**config.mk**
```make
export PLATFORM = sky130hd
export DESIGN_NAME = primitive_pythagorean_triple_check_top
export DESIGN_NICKNAME = d
export VERILOG_FILES = /design/src/design/pptc_pkg.sv /design/src/design/pptc_add.sv /design/src/design/pptc_ctrl.sv /design/src/design/primitive_pythagorean_triple_check_top.sv
export SDC_FILE = /design/constraint.sdc
export NUM_CORES = 1
export LEC_CHECK = 0
export ABC_AREA = 1
export ABC_CLOCK_PERIOD_IN_PS = 9870
export BUFFER_PORTS_ARGS = -buffer_cell sky130_fd_sc_hd__clkbuf_2
export CELL_PAD_IN_SITES_DETAIL_PLACEMENT = 1
export CELL_PAD_IN_SITES_GLOBAL_PLACEMENT = 1
export CORE_ASPECT_RATIO = 2
export CORE_MARGIN = 2
export CORE_UTILIZATION = 47
export CTS_BUF_LIST = sky130_fd_sc_hd__clkbuf_16
export DETAILED_ROUTE_END_ITERATION = 10
export PLACE_DENSITY = 0.9
export SKIP_LAST_GASP = 1
export SLEW_MARGIN = 25
export SYNTH_ARGS = -nofsm -noshare
export SYNTH_HDL_FRONTEND = slang
export SYNTH_HIERARCHICAL = 1
export SYNTH_SLANG_ARGS = --single-unit
```
**constraint.sdc**
```tcl
create_clock -name clock -period 9.87 [get_ports clock]
set_input_delay 1.974 -clock clock [delete_from_list [all_inputs] [get_ports clock]]
set_output_delay 1.974 -clock clock [all_outputs]
set_load 0.01 [all_outputs]
```
**src/design/pptc_pkg.sv**
```systemverilog
// ----------------------------------------------------------------------------
// pptc_pkg
// Shared types and constants for the primitive Pythagorean triple checker.
// ----------------------------------------------------------------------------
package pptc_pkg;

   // Width of each number field on the request port
   localparam int FIELD_WIDTH = 34;

   // Default internal operand width
   localparam int VALUE_WIDTH_DEF = 34;

   typedef struct packed {
      logic [FIELD_WIDTH-1:0] first_value;
      logic [FIELD_WIDTH-1:0] second_value;
      logic [FIELD_WIDTH-1:0] third_value;
   } req_type;

   typedef struct packed {
      logic is_triple;
      logic is_primitive;
   } rsp_type;

   // Completion of one item, from the sequencer to the result register
   typedef struct packed {
      logic    valid;
      rsp_type result;
   } done_type;

endpackage

```
**src/design/pptc_add.sv**
```systemverilog
// ----------------------------------------------------------------------------
// pptc_add
// Shared add/subtract unit. Serves squaring steps, the sum-of-squares check
// and the GCD subtract/compare.
// ----------------------------------------------------------------------------
module pptc_add #(
   parameter int WIDTH = 69
) (
   input  logic [WIDTH-1:0] op_a,
   input  logic [WIDTH-1:0] op_b,
   input  logic             sub,
   output logic [WIDTH-1:0] sum
);

   logic [WIDTH-1:0] b_eff;

   assign b_eff = sub ? ~op_b : op_b;
   assign sum   = op_a + b_eff + WIDTH'(sub);

endmodule

```
**src/design/pptc_ctrl.sv**
```systemverilog
// ----------------------------------------------------------------------------
// pptc_ctrl
// Sequencer and operand registers. Squares the three values by shift-add,
// checks the three hypotenuse candidates, then, for a triple, runs up to three
// binary GCDs, all through the shared adder.
// ----------------------------------------------------------------------------
module pptc_ctrl #(
   parameter int VALUE_WIDTH = 34
) (
   input  logic                        clock,
   input  logic                        reset,
   input  logic                        load,
   input  pptc_pkg::req_type           req_item,
   output logic                        busy,
   output pptc_pkg::done_type          done,
   output logic [2*VALUE_WIDTH:0]      add_a,
   output logic [2*VALUE_WIDTH:0]      add_b,
   output logic                        add_sub,
   input  logic [2*VALUE_WIDTH:0]      add_sum
);
   import pptc_pkg::*;

   localparam int W  = VALUE_WIDTH;
   localparam int SW = 2 * VALUE_WIDTH;
   localparam int AW = 2 * VALUE_WIDTH + 1;
   localparam int BW = $clog2(VALUE_WIDTH);
   localparam int EW = FIELD_WIDTH + VALUE_WIDTH;
   localparam logic [BW-1:0] BIT_TOP = BW'(VALUE_WIDTH - 1);
   localparam logic [1:0]    IDX_LAST = 2'd2;

   typedef enum logic [2:0] {
      ST_IDLE,
      ST_SQR,
      ST_CHK,
      ST_GLOAD,
      ST_GSTEP
   } state_type;

   state_type         state_ff, state_in;
   logic [W-1:0]      val_ff [3];
   logic [W-1:0]      val_in [3];
   logic [SW-1:0]     sq_ff [3];
   logic [SW-1:0]     sq_in [3];
   logic [SW-1:0]     acc_ff, acc_in;
   logic [BW-1:0]     bit_ff, bit_in;
   logic [1:0]        idx_ff, idx_in;
   logic              tri_ff, tri_in;
   logic [W-1:0]      u_ff, u_in;
   logic [W-1:0]      v_ff, v_in;

   logic [EW-1:0]     ext0, ext1, ext2;
   logic [W-1:0]      x_cur;
   logic [W-1:0]      big, s1, s2;
   logic [SW-1:0]     qb, q1, q2;
   logic              hit;
   logic              tri_now;
   logic              fin;
   logic              ok;

   assign ext0 = {{VALUE_WIDTH{1'b0}}, req_item.first_value};
   assign ext1 = {{VALUE_WIDTH{1'b0}}, req_item.second_value};
   assign ext2 = {{VALUE_WIDTH{1'b0}}, req_item.third_value};

   assign busy = (state_ff != ST_IDLE);

   // operand selection by item index
   always_comb begin
      case (idx_ff)
         2'd0: begin
            x_cur = val_ff[0];
            big = val_ff[0]; s1 = val_ff[1]; s2 = val_ff[2];
            qb = sq_ff[0];   q1 = sq_ff[1];  q2 = sq_ff[2];
         end
         2'd1: begin
            x_cur = val_ff[1];
            big = val_ff[1]; s1 = val_ff[0]; s2 = val_ff[2];
            qb = sq_ff[1];   q1 = sq_ff[0];  q2 = sq_ff[2];
         end
         default: begin
            x_cur = val_ff[2];
            big = val_ff[2]; s1 = val_ff[0]; s2 = val_ff[1];
            qb = sq_ff[2];   q1 = sq_ff[0];  q2 = sq_ff[1];
         end
      endcase
   end

   always_comb begin
      state_in = state_ff;
      val_in   = val_ff;
      sq_in    = sq_ff;
      acc_in   = acc_ff;
      bit_in   = bit_ff;
      idx_in   = idx_ff;
      tri_in   = tri_ff;
      u_in     = u_ff;
      v_in     = v_ff;
      add_a    = '0;
      add_b    = '0;
      add_sub  = 1'b0;
      done     = '0;
      hit      = 1'b0;
      tri_now  = tri_ff;
      fin      = 1'b0;
      ok       = 1'b0;

      case (state_ff)
         ST_IDLE: begin
            if (load) begin
               val_in[0] = ext0[W-1:0];
               val_in[1] = ext1[W-1:0];
               val_in[2] = ext2[W-1:0];
               acc_in    = '0;
               bit_in    = BIT_TOP;
               idx_in    = 2'd0;
               tri_in    = 1'b0;
               state_in  = ST_SQR;
            end
         end

         // acc = 2*acc + (x[bit] ? x : 0), MSB first
         ST_SQR: begin
            add_a  = {1'b0, acc_ff[SW-2:0], 1'b0};
            add_b  = x_cur[bit_ff] ? AW'(x_cur) : '0;
            acc_in = add_sum[SW-1:0];
            if (bit_ff == '0) begin
               case (idx_ff)
                  2'd0:    sq_in[0] = add_sum[SW-1:0];
                  2'd1:    sq_in[1] = add_sum[SW-1:0];
                  default: sq_in[2] = add_sum[SW-1:0];
               endcase
               acc_in = '0;
               bit_in = BIT_TOP;
               if (idx_ff == IDX_LAST) begin
                  idx_in   = 2'd0;
                  state_in = ST_CHK;
               end else begin
                  idx_in = idx_ff + 2'd1;
               end
            end else begin
               bit_in = bit_ff - BW'(1);
            end
         end

         // candidate idx as the largest: big^2 == s1^2 + s2^2 (sum keeps carry)
         ST_CHK: begin
            add_a   = {1'b0, q1};
            add_b   = {1'b0, q2};
            hit     = (big >= s1) && (big >= s2) && (add_sum == {1'b0, qb});
            tri_now = tri_ff | hit;
            tri_in  = tri_now;
            if (idx_ff == IDX_LAST) begin
               idx_in = 2'd0;
               if (tri_now) begin
                  state_in = ST_GLOAD;
               end else begin
                  done.valid = 1'b1;
                  state_in   = ST_IDLE;
               end
            end else begin
               idx_in = idx_ff + 2'd1;
            end
         end

         // pairs: (first, second), (second, third), (first, third)
         ST_GLOAD: begin
            case (idx_ff)
               2'd0: begin
                  u_in = val_ff[0]; v_in = val_ff[1];
               end
               2'd1: begin
                  u_in = val_ff[1]; v_in = val_ff[2];
               end
               default: begin
                  u_in = val_ff[0]; v_in = val_ff[2];
               end
            endcase
            state_in = ST_GSTEP;
         end

         // binary GCD step, only deciding whether the GCD is one
         ST_GSTEP: begin
            add_a   = AW'(u_ff);
            add_b   = AW'(v_ff);
            add_sub = 1'b1;
            if (u_ff == '0) begin
               fin = 1'b1;
               ok  = (v_ff == W'(1));
            end else if (v_ff == '0) begin
               fin = 1'b1;
               ok  = (u_ff == W'(1));
            end else if (!u_ff[0] && !v_ff[0]) begin
               fin = 1'b1;
               ok  = 1'b0;
            end else if (!u_ff[0]) begin
               u_in = u_ff >> 1;
            end else if (!v_ff[0]) begin
               v_in = v_ff >> 1;
            end else if (!add_sum[AW-1]) begin
               u_in = add_sum[W-1:0];
            end else begin
               // u < v: swap so the next step subtracts the other way
               u_in = v_ff;
               v_in = u_ff;
            end

            if (fin) begin
               if (!ok) begin
                  done.valid            = 1'b1;
                  done.result.is_triple = 1'b1;
                  state_in              = ST_IDLE;
               end else if (idx_ff == IDX_LAST) begin
                  done.valid               = 1'b1;
                  done.result.is_triple    = 1'b1;
                  done.result.is_primitive = 1'b1;
                  state_in                 = ST_IDLE;
               end else begin
                  idx_in   = idx_ff + 2'd1;
                  state_in = ST_GLOAD;
               end
            end
         end

         default: begin
            state_in = ST_IDLE;
         end
      endcase
   end

   always_ff @(posedge clock) begin
      if (reset) begin
         state_ff <= ST_IDLE;
      end else begin
         state_ff <= state_in;
      end
      val_ff <= val_in;
      sq_ff  <= sq_in;
      acc_ff <= acc_in;
      bit_ff <= bit_in;
      idx_ff <= idx_in;
      tri_ff <= tri_in;
      u_ff   <= u_in;
      v_ff   <= v_in;
   end

endmodule

```
**src/design/primitive_pythagorean_triple_check_top.sv**
```systemverilog
// ----------------------------------------------------------------------------
// primitive_pythagorean_triple_check_top
// A request is a transfer at a clock edge with start high and busy low; the
// three values are masked to VALUE_WIDTH bits. Exactly one result follows per
// request, on rsp_item with rsp_valid high for a single cycle; the receiver
// cannot stall it. The work, in order: shift-add squaring of the three values,
// a check of the three hypotenuse candidates, then, only for a triple, up to
// three binary GCD runs, each a load step followed by GCD steps, all on the one
// shared adder; the runs stop at the first pair whose GCD is not one. busy
// stays high for the whole computation and drops in the cycle the result is
// presented.
// ----------------------------------------------------------------------------
module primitive_pythagorean_triple_check_top #(
   parameter int VALUE_WIDTH = pptc_pkg::VALUE_WIDTH_DEF
) (
   input  logic               clock,
   input  logic               reset,
   input  logic               start,
   output logic               busy,
   input  pptc_pkg::req_type  req_item,
   output logic               rsp_valid,
   output pptc_pkg::rsp_type  rsp_item
);
   import pptc_pkg::*;

   localparam int AW = 2 * VALUE_WIDTH + 1;

   logic              load;
   logic              ctrl_busy;
   done_type          done;
   logic [AW-1:0]     add_a, add_b, add_sum;
   logic              add_sub;
   logic              rsp_valid_ff;
   rsp_type           rsp_item_ff;

   assign load = start && !ctrl_busy;

   pptc_ctrl #(
      .VALUE_WIDTH (VALUE_WIDTH)
   ) u_ctrl (
      .clock    (clock),
      .reset    (reset),
      .load     (load),
      .req_item (req_item),
      .busy     (ctrl_busy),
      .done     (done),
      .add_a    (add_a),
      .add_b    (add_b),
      .add_sub  (add_sub),
      .add_sum  (add_sum)
   );

   pptc_add #(
      .WIDTH (AW)
   ) u_add (
      .op_a (add_a),
      .op_b (add_b),
      .sub  (add_sub),
      .sum  (add_sum)
   );

   // result register: one-cycle strobe per transfer
   always_ff @(posedge clock) begin
      if (reset) begin
         rsp_valid_ff <= 1'b0;
      end else begin
         rsp_valid_ff <= done.valid;
      end
      if (done.valid) begin
         rsp_item_ff <= done.result;
      end
   end

   assign busy      = ctrl_busy;
   assign rsp_valid = rsp_valid_ff;
   assign rsp_item  = rsp_item_ff;

endmodule

```
Yosys cells after proc, flatten, opt, wreduce, memory -nomap -nowiden
Cells that the tools add are included.
W data, S select, Z words.

cells by class
  add/sub/neg operators = 4
  magnitude comparators = 3
  equal/unequal tests = 22
  muxes and demuxes = 67
  bitwise gates (word level) = 3
  reduce and logical (&&, ||, !) cells = 32

operators with widths
  kind                   number
  $mux W34               17
  $pmux W69 S3           1
  $pmux W34 S2           3
  $pmux W68 S3           1
  $mux W68               2
  $pmux W68 S2           1
  $mux W67               2
  $pmux W67 S2           1
  $add A68 B69 Y69       1
  $add A69 B1 Y69        1
  $eq A69 B68 Y1         1
  $mux W69               1
  $not A69 Y69           1
  $eq A34 B1 Y1 const B  2
  $ge A34 B34 Y1         2
  $logic_not A34 Y1      2
  $mux W3                7
  $mux W2                10
  $pmux W3 S5            1
  $reduce_and A5 Y1      3
  $mux W1                13
  $mux W6                2
  $ne A2 B1 Y1 const B   6
  $pmux W6 S2            1
  other kinds (29)       49

word-level totals
  register bits = 456
  input port bits = 105
  output and inout bits = 4
  word-level logic and storage cells = 149

Longest topological paths before layout
Gate-level depths: netlist of the first run.

  depth in word-level cells = 17
  mapped depth = 49
  gate-level depth less buffers = 47

Hierarchy
The synthesis of the first run kept the hierarchy.

by module, submodules not included
  module                                  instances  cells each  area an instance (sq um)  sequential area each (sq um)
  pptc_ctrl                               1          3,099       26,096.3                  13,573.0
  pptc_add                                1          1,322       6,597.6                   0.0
  primitive_pythagorean_triple_check_top  1          7           100.1                     80.1

Least setup slack after synthesis of the first run
OpenSTA, ideal clock, no wires.

  path type = input port to flip-flop
  from = input port start
  to = register u_ctrl.acc_ff[0], enable pin
  library setup time = 0.605 ns
  arrival = 7.274 ns
  required time = 9.265 ns
  path slack = 1.991 ns
  cell stages on the path = 4
  path buffers = 0
  cells stage by stage = inv_1 -> nor2_2 -> inv_1 -> o21ai_0

between the ends
  longest elaborated chain between the ends = 3

ends and longest elaborated chain
  item                         RTL line                                      source
  start: declaration           primitive_pythagorean_triple_check_top.sv:18  input logic start,
  $logic_and A1 B1 Y1          primitive_pythagorean_triple_check_top.sv:36  assign load = start && !ctrl_busy;
  via load                     primitive_pythagorean_triple_check_top.sv:28  logic load;
  $ne A2 B2 Y1 (no line)       --
  $reduce_and A2 Y1 (no line)  --
  end signal: assignment       pptc_ctrl.sv:237                              acc_ff <= acc_in;
  end: declaration             pptc_ctrl.sv:44                               logic [SW-1:0] acc_ff, acc_in;

The timed path passes the listed nets, and every way through them passes these cells.
A chain may end at the register's enable or synchronous reset.

Worst setup path after layout of the first run
  from = register u_ctrl.idx_ff[0]
  to = register u_ctrl.state_ff[1]

between the ends
  longest elaborated chain between the ends = 16
  elaborated cells between the ends (all ways) = 34
  those cells by class = add/sub: 2; order compare: 2; eq/ne: 5; mux: 18; bitwise: 2; reduce/logical: 5

ends and longest elaborated chain
  item                                              RTL line                                      source
  start: declaration                                pptc_ctrl.sv:46                               logic [1:0] idx_ff, idx_in;
  start signal: assignment                          pptc_ctrl.sv:239                              idx_ff <= idx_in;
  $eq A2 B1 Y1 or $logic_not A2 Y1 (tied branches)  pptc_ctrl.sv:68                               case (idx_ff)
  $pmux W34 S2                                      pptc_ctrl.sv:68
  $bmux W1 S6                                       pptc_ctrl.sv:123                              add_b = x_cur[bit_ff] ? AW'(x_cur) : '0;
  $mux W1 (not written as such)                     pptc_ctrl.sv:123
  $mux W34                                          pptc_ctrl.sv:123
  $pmux W69 S3 (*)                                  pptc_ctrl.sv:106                              case (state_ff)
  via add_b[1]                                      primitive_pythagorean_triple_check_top.sv:31  logic [AW-1:0] add_a, add_b, add_sum;
  $not A69 Y69                                      pptc_add.sv:17                                assign b_eff = sub ? ~op_b : op_b;
  [... 2 more ...]                                  --
  $add A69 B1 Y69 (*)                               pptc_add.sv:18                                assign sum = op_a + b_eff + WIDTH'(sub);
  via add_sum[62]                                   primitive_pythagorean_triple_check_top.sv:31
  $eq A69 B68 Y1 (*)                                pptc_ctrl.sv:148                              hit = (big >= s1) && (big >= s2) && (add_sum == {1'b0, qb});
  $logic_and A1 B1 Y1 (*)                           pptc_ctrl.sv:148
  $or A1 B1 Y1 (*)                                  pptc_ctrl.sv:149                              tri_now = tri_ff | hit;
  $mux W2 (*)                                       pptc_ctrl.sv:153                              if (tri_now) begin
  $mux W3 (*)                                       pptc_ctrl.sv:151                              if (idx_ff == IDX_LAST) begin
  $pmux W3 S5 (*)                                   pptc_ctrl.sv:106
  end signal: assignment                            pptc_ctrl.sv:233                              state_ff <= state_in;
  end: declaration                                  pptc_ctrl.sv:39                               state_type state_ff, state_in;

Mark *: on every way through the listed nets, which the timed path passes. The rest lies on a longest branch. The select of a mux whose other input is x is not followed.

==> impl_metrics.toml, run 1 <==
[status]
status = "complete, no violations"

[final_layout]
instances_no_fill = 5388
fillers = 8798
drive_above_1_share = 0.07425
diodes = 0
final_util = 0.5138
num-nets-final = 4699
syn_to_final_growth_pct = 8.772

[sta]
relSlewSlack = 0.2454
fin_ws_ns = 0.9845
setup_viol = 0
min_period_over_period = 0.9003
tightest_slew_ns = 1.128
finalMaxSlewViolations = 0
finalHoldViolCount = 0
fin_setup_tns_ns = 0
rsz0062_at_grt = "no"
timing.fmax_ghz = 0.1125
skew_ns = 0.04795
period_minus_slack_ns = 8.885

[power]
powerDensity_mw_per_mm2 = 325.3
peakVddDrop_mv = 0.2405
pwr-share-comb = 0.582
power_switching_uw = 6069
power.share.switching = 0.5230
power.share.sequential = 0.261
clkPwrFrac = 0.157
finalPower_uw = 11600
leakage_uw = 0.01624
power.internal_uw = 5535

[setup_path]
cp_slowest_stage_delay_ns = 0.75
arrival_ns = 9.47
r2r_cells = 42
path_buf_inv = 4
cp-end-kind = "register"
crit_required_ns = 10.45
path_max_fanout = 46
startpoint_type = "register"
r2r-end = "u_ctrl/state_ff[1]"
cp_slowest_cell = "nand3_2"
cp_top_family = "simple AND/OR/NAND/NOR gates"
worstSetupPathType = "reg2reg"
rrSetupSlack_ns = 0.98
crit_top_cell = "nand2_1"
r2r_start = "u_ctrl/idx_ff[0]"

[synthesis]
postSynthCellCount = 4428
ys.flop_type = "edfxtp_1"
synth_seq_area_share = 0.4163
synth-edff-count = 452
ys_seq_elements = 456
syn_avg_cell_area_sq_um = 7.406
synth_area_sq_mm = 0.03279
yosys-top-cells-count = "nand2_1, inv_1, edfxtp_1"
yosysMostFrequentCell = "nand2_1"
synth_top_area_frac = 0.4139
yosysWarnings = 6
synth_top_area_cell = "edfxtp_1"
synth_cell_types = 55
async_flop_share = 0
synth_area_leaders = "edfxtp_1, nand2_1, inv_1"

[cts]
clock_sinks = 456
cts-resized-gates = 0
cts_max_level = 2
clk_latency_ns = 0.65
root_buffer = "clkbuf_16"
cts_tree = "built"
cts_buffers = 46
post_cts_buffers = 0
clkTransAtPathRegs_ns = 0.07
clockBufferDepth = 3
cts_hold_buf = 0

[hold_path]
holdPathEnd = "u_ctrl/v_ff[33]"
hold_depth = 1
worstHoldStart = "u_ctrl/u_ff[33]"
min-delay-path-class = "reg2reg"

[route]
routed_wl_mm = 135.2
firstDrtPassIters = 7
final_antenna_net_count = 0
wl_per_cell_um = 25.08
drtIter0Drc = 2752
viasPerCell = 6.086
vias = 32790
drc = 0

[global_routing]
grt_max_degree = 73
track_usage = 0.3731
grt_antenna_before_repair = 1
grt_pass1_vias = 34710
grt_overflow = 0
grt_pass1_wl_mm = 203.2

[floorplanning]
die_w_um = 190.8
initial_core_util = 0.4724
die_y_um = 377.6
dieArea_sq_mm = 0.07203
ios = 109
core_area_sq_mm = 0.06942
rows = 137

[placed_design]
pre_cts_slack_ns = 1.286
routabilityCongestion = 0.9852
dp_hpwl_mm = 96.96
place_inst = 5305
numPortBuffers = 108

[job]
cap_violations = 0
logic make-up (layout without fill, tap and decap cells):
kind of cell / after synthesis / after routing / synth area share
AOI/OAI and AO/OA: 722 / 722 / 0.1294
xor gates and xnor gates: 110 / 110 / 0.02938
adders and majority gates: 143 / 143 / 0.05479
buffers and inverters: 765 / 821 / 0.09176
DFF: 456 / 456 / 0.4163
other: 1 / 2 / 0.0001144
and+or+nand+nor: 2231 / 2231 / 0.2782
power groups by stage:
stage	clock network, uW	registers, uW	logic (uW)
after floorplan	0	3030	4160
after global placement	0	3030	6150
after detailed placement	0	3050	6450
after CTS	1840	3020	6540
after global routing	1890	3050	7260
final	1830	3020	6750
through the flow:
stage | cell area [sq um] | hold slack (ns)
after floorplan | 32800 | 0.5621
after global placement | 34120 | 0.6174
after detailed placement | 34120 | 0.6090
after CTS | 35640 | 0.6292
after global routing | 35670 | 0.6617
final | 35670 | 0.6267
layout by cell type (no fill, tap or decap), types with 6 or more instances in the layout:
master / Yosys / final
inv_2: 23 / 24
nor2_2: 11 / 13
clkbuf_16: 0 / 47
o22ai_1: 36 / 36
o21ai_1: 12 / 11
nand3_1: 190 / 190
o21bai_1: 10 / 10
o211ai_1: 33 / 33
clkinv_1: 2 / 10
nand3b_1: 13 / 13
edfxtp_1: 452 / 452
clkbuf_2: 0 / 108
nor3_1: 35 / 30
nor4_1: 12 / 12
nand4_1: 76 / 76
nor2_4: 4 / 6
o221ai_1: 39 / 39
buf_4: 12 / 40
xor2_1: 106 / 106
nor2_1: 351 / 347
nor3_2: 3 / 8
a21oi_1: 202 / 202
o21ai_0: 307 / 306
o311ai_0: 8 / 8
nand2_1: 1500 / 1497
nand2_2: 29 / 31
inv_1: 563 / 568
a22oi_1: 6 / 6
a22o_1: 35 / 35
ha_1: 142 / 139
layout make-up:
type                    count  area, sq um  share of cell area
multi-input cells        3208        16270              0.4561
flip-flops and latches    456        13650              0.3828
inverters                 589         2218             0.06219
clock buffers              47         1176             0.03297
well taps                 903         1130             0.03167
repair buffers            150        888.4             0.02490
clock inverters            35        336.6            0.009436
worst max-delay path by stage:
| stage | to | from | depth (start not counted) |
|---|---|---|---|
| after floorplan | u_ctrl/acc_ff[0] | start | 4 |
| after global placement | u_ctrl/state_ff[1] | u_ctrl/idx_ff[0] | 44 |
| after detailed placement | u_ctrl/state_ff[0] | u_ctrl/idx_ff[0] | 45 |
| after CTS | u_ctrl/state_ff[1] | u_ctrl/idx_ff[0] | 45 |
| after global routing | u_ctrl/state_ff[1] | u_ctrl/idx_ff[0] | 44 |
| final | u_ctrl/state_ff[1] | u_ctrl/idx_ff[0] | 42 |
flip-flops by register name, summed over array words and instances, names as in the netlist:
| register | flops |
|---|---|
| u_ctrl/bit_ff | 6 |
| u_ctrl/state_ff | 3 |
| u_ctrl/acc_ff | 67 |
| u_ctrl/val_ff | 102 |
| u_ctrl/sq_ff | 204 |
| rsp_item | 2 |
| u_ctrl/idx_ff | 2 |
| rsp_valid | 1 |
| u_ctrl/u_ff | 34 |
| u_ctrl/v_ff | 34 |
| u_ctrl/tri_ff | 1 |
routing by layer:
metal / GRT usage / routed length, um
met5: 0 / 13
met4: 0.2674 / 10740
met3: 0.04915 / 9733
met2: 0.6212 / 64260
met1: 0.4395 / 50410
(Power assumes the default switching activity.)
==> run 2, diff against run 1 <==
--- a/config.mk
+++ b/config.mk
@@ -8,6 +8,7 @@
 export ABC_AREA = 1
 export ABC_CLOCK_PERIOD_IN_PS = 9870
 export BUFFER_PORTS_ARGS = -buffer_cell sky130_fd_sc_hd__clkbuf_2
+export CAP_MARGIN = 20
 export CELL_PAD_IN_SITES_DETAIL_PLACEMENT = 1
 export CELL_PAD_IN_SITES_GLOBAL_PLACEMENT = 1
 export CORE_ASPECT_RATIO = 2
@@ -15,6 +16,7 @@
 export CORE_UTILIZATION = 47
 export CTS_BUF_LIST = sky130_fd_sc_hd__clkbuf_16
 export DETAILED_ROUTE_END_ITERATION = 10
+export MAX_ROUTING_LAYER = met4
 export PLACE_DENSITY = 0.9
 export SKIP_LAST_GASP = 1
 export SLEW_MARGIN = 25
==> run 2 against run 1 <==
Against the previous run: fmax rose by 0.76%; highest routed layer is now met4; total power is 0.36% lower; flip-flop and latch count unchanged; routed wire length is 0.62% lower; global-route usage rose by 1.1 points; non-clock buffer count decreased by 1; core utilization is 0.090 points lower; clock skew increased by 0.0037 ns.
==> impl_metrics.toml, run 2 (same netlist as run 1, synthesis figures left out) <==
[status]
status = "complete, no violations"

[global_routing]
grt_pass1_wl_mm = 202.6
grt_overflow = 0
track_usage = 0.3844
grt_antenna_before_repair = 4
grt_max_degree = 81
grt_pass1_vias = 34630

[final_layout]
drive_above_1_share = 0.07318
final_common_cell = "nand2_1"
final_cell_mix = "nand2_1, inv_1, edfxtp_1"
biggestRegsByFlops = "u_ctrl/sq_ff (204), u_ctrl/val_ff (102), u_ctrl/acc_ff (67)"
syn_to_final_growth_pct = 8.581
instances_no_fill = 5389
regMostFlops = "u_ctrl/sq_ff"
num-nets-final = 4696
largest_reg_flops = 204

[floorplanning]
ios = 109
die_y_um = 377.6
initial_core_util = 0.4724
rows = 137
core_area_sq_mm = 0.06942
die_w_um = 190.8
dieArea_sq_mm = 0.07203

[power]
power_switching_uw = 6039
power.internal_uw = 5524
power.share.sequential = 0.261
pwr-share-comb = 0.583
power.share.switching = 0.5223
clkPwrFrac = 0.156
peakVddDrop_mv = 0.3163
powerDensity_mw_per_mm2 = 324.7
leakage_uw = 0.01622

[cts]
clock_sinks = 456
cts_hold_buf = 0
root_buffer = "clkbuf_16"
cts_max_level = 2
cts-resized-gates = 0
clockBufferDepth = 3
clk_latency_ns = 0.65
clkTransAtPathRegs_ns = 0.07
cts_tree = "built"
post_cts_buffers = 0
cts_buffers = 44

[setup_path]
r2r_cells = 44
path_buf_inv = 6
path_max_fanout = 46
r2r_start = "u_ctrl/idx_ff[0]"
cp_num_cells = 44
arrival_ns = 9.39
r2r-end = "u_ctrl/state_ff[1]"
crit_top_cell = "nand2_1"
cp_top_family = "simple AND/OR/NAND/NOR gates"
worstSetupPathType = "reg2reg"
cp-end-kind = "register"
cp_slowest_cell = "nand3_2"
rrSetupSlack_ns = 1.05
cp_slowest_stage_delay_ns = 0.75
startpoint_type = "register"
crit_required_ns = 10.44

[hold_path]
worstHoldStart = "u_ctrl/u_ff[28]"
min-delay-path-class = "reg2reg"
holdPathEnd = "u_ctrl/v_ff[28]"
hold_depth = 2

[sta]
whs_ns = 0.6630
rsz0062_at_grt = "no"
timing.fmax_ghz = 0.1134
finalMaxSlewViolations = 0
skew_ns = 0.05170
period_minus_slack_ns = 8.818
fin_setup_tns_ns = 0
relSlewSlack = 0.2560
setup_viol = 0
finalHoldViolCount = 0
tightest_slew_ns = 1.116
fin_ws_ns = 1.052
min_period_over_period = 0.8935

[route]
drc = 0
routed_wl_mm = 134.3
wl_per_cell_um = 24.92
drtIter0Drc = 2749
final_antenna_net_count = 0
viasPerCell = 6.078
firstDrtPassIters = 7
vias = 32760

[placed_design]
place_inst = 5304
routabilityCongestion = 0.9957
numPortBuffers = 108
pre_cts_slack_ns = 1.362
dp_hpwl_mm = 96.15

[job]
cap_violations = 0
## run 2: changes by cell type in the layout (fill, tap and decap cells not counted), moves of 2 or more
cell | before | now
clkinv_2 | 5 | 7
clkinv_4 | 3 | 0
clkinv_16 | 2 | 0
clkbuf_16 | 47 | 45
diode_2 | 0 | 4
inv_16 | 0 | 2
## run 2: worst register-to-register path: cells and delay by family, from the launching register on
kind / cells / cell delay [ns]
compound gates: 4 / 0.91
buf+inv: 6 / 1.13
fa+ha+maj: 2 / 0.75
flops: 1 / 0.45
simple gates: 32 / 5.50
## run 2: power by group through the flow
stage,combinational [uW],sequential [uW],clock [uW]
after floorplan,4160,3030,0
after global placement,6170,3030,0
after detailed placement,6460,3040,0
after CTS,6550,3010,1810
after global routing,7260,3040,1880
final,6750,3020,1800
## run 2: worst max-delay path by stage
| stage | from | endpoint | slack [ns] |
|---|---|---|---|
| CTS | u_ctrl/idx_ff[1] | u_ctrl/state_ff[1] | 1.29 |
| floorplan | start | u_ctrl/acc_ff[0] | 1.99 |
| detailed placement | u_ctrl/idx_ff[1] | u_ctrl/state_ff[1] | 1.36 |
| finish | u_ctrl/idx_ff[0] | u_ctrl/state_ff[1] | 1.05 |
| global route | u_ctrl/idx_ff[1] | u_ctrl/state_ff[1] | 0.37 |
| global placement | u_ctrl/idx_ff[1] | u_ctrl/state_ff[1] | 1.53 |
## run 2: stage by stage
step	cell area [sq um]	total power [uW]	utilization
3_5_place_dp	34120	9501	0.4914
5_1_grt	35610	12180	0.5129
2_1_floorplan	32800	7191	-
6_report	35610	11560	0.5129
4_1_cts	35560	11360	0.5123
3_3_place_gp	34120	9203	0.4914
## run 2: cell type report
| class | instances | area, sq um |
|---|---|---|
| Tap cell | 903 | 1130 |
| Clock buffer | 45 | 1126 |
| Sequential cell | 456 | 13650 |
| Multi-Input combinational cell | 3208 | 16270 |
| Inverter | 589 | 2218 |
| Clock inverter | 35 | 321.6 |
| Fill cell | 8824 | 33810 |
| Timing Repair Buffer | 149 | 880.8 |
| Antenna cell | 4 | 10.01 |
## run 2: routing by layer
layer / routed length (um) / GRT usage / vias to the layer above
met5: 0 / - / -
met1: 49920 / 0.4401 / 15960
met4: 10390 / 0.2653 / 0
li1: - / - / 14650
met3: 9729 / 0.04784 / 496
met2: 64280 / 0.6240 / 1651
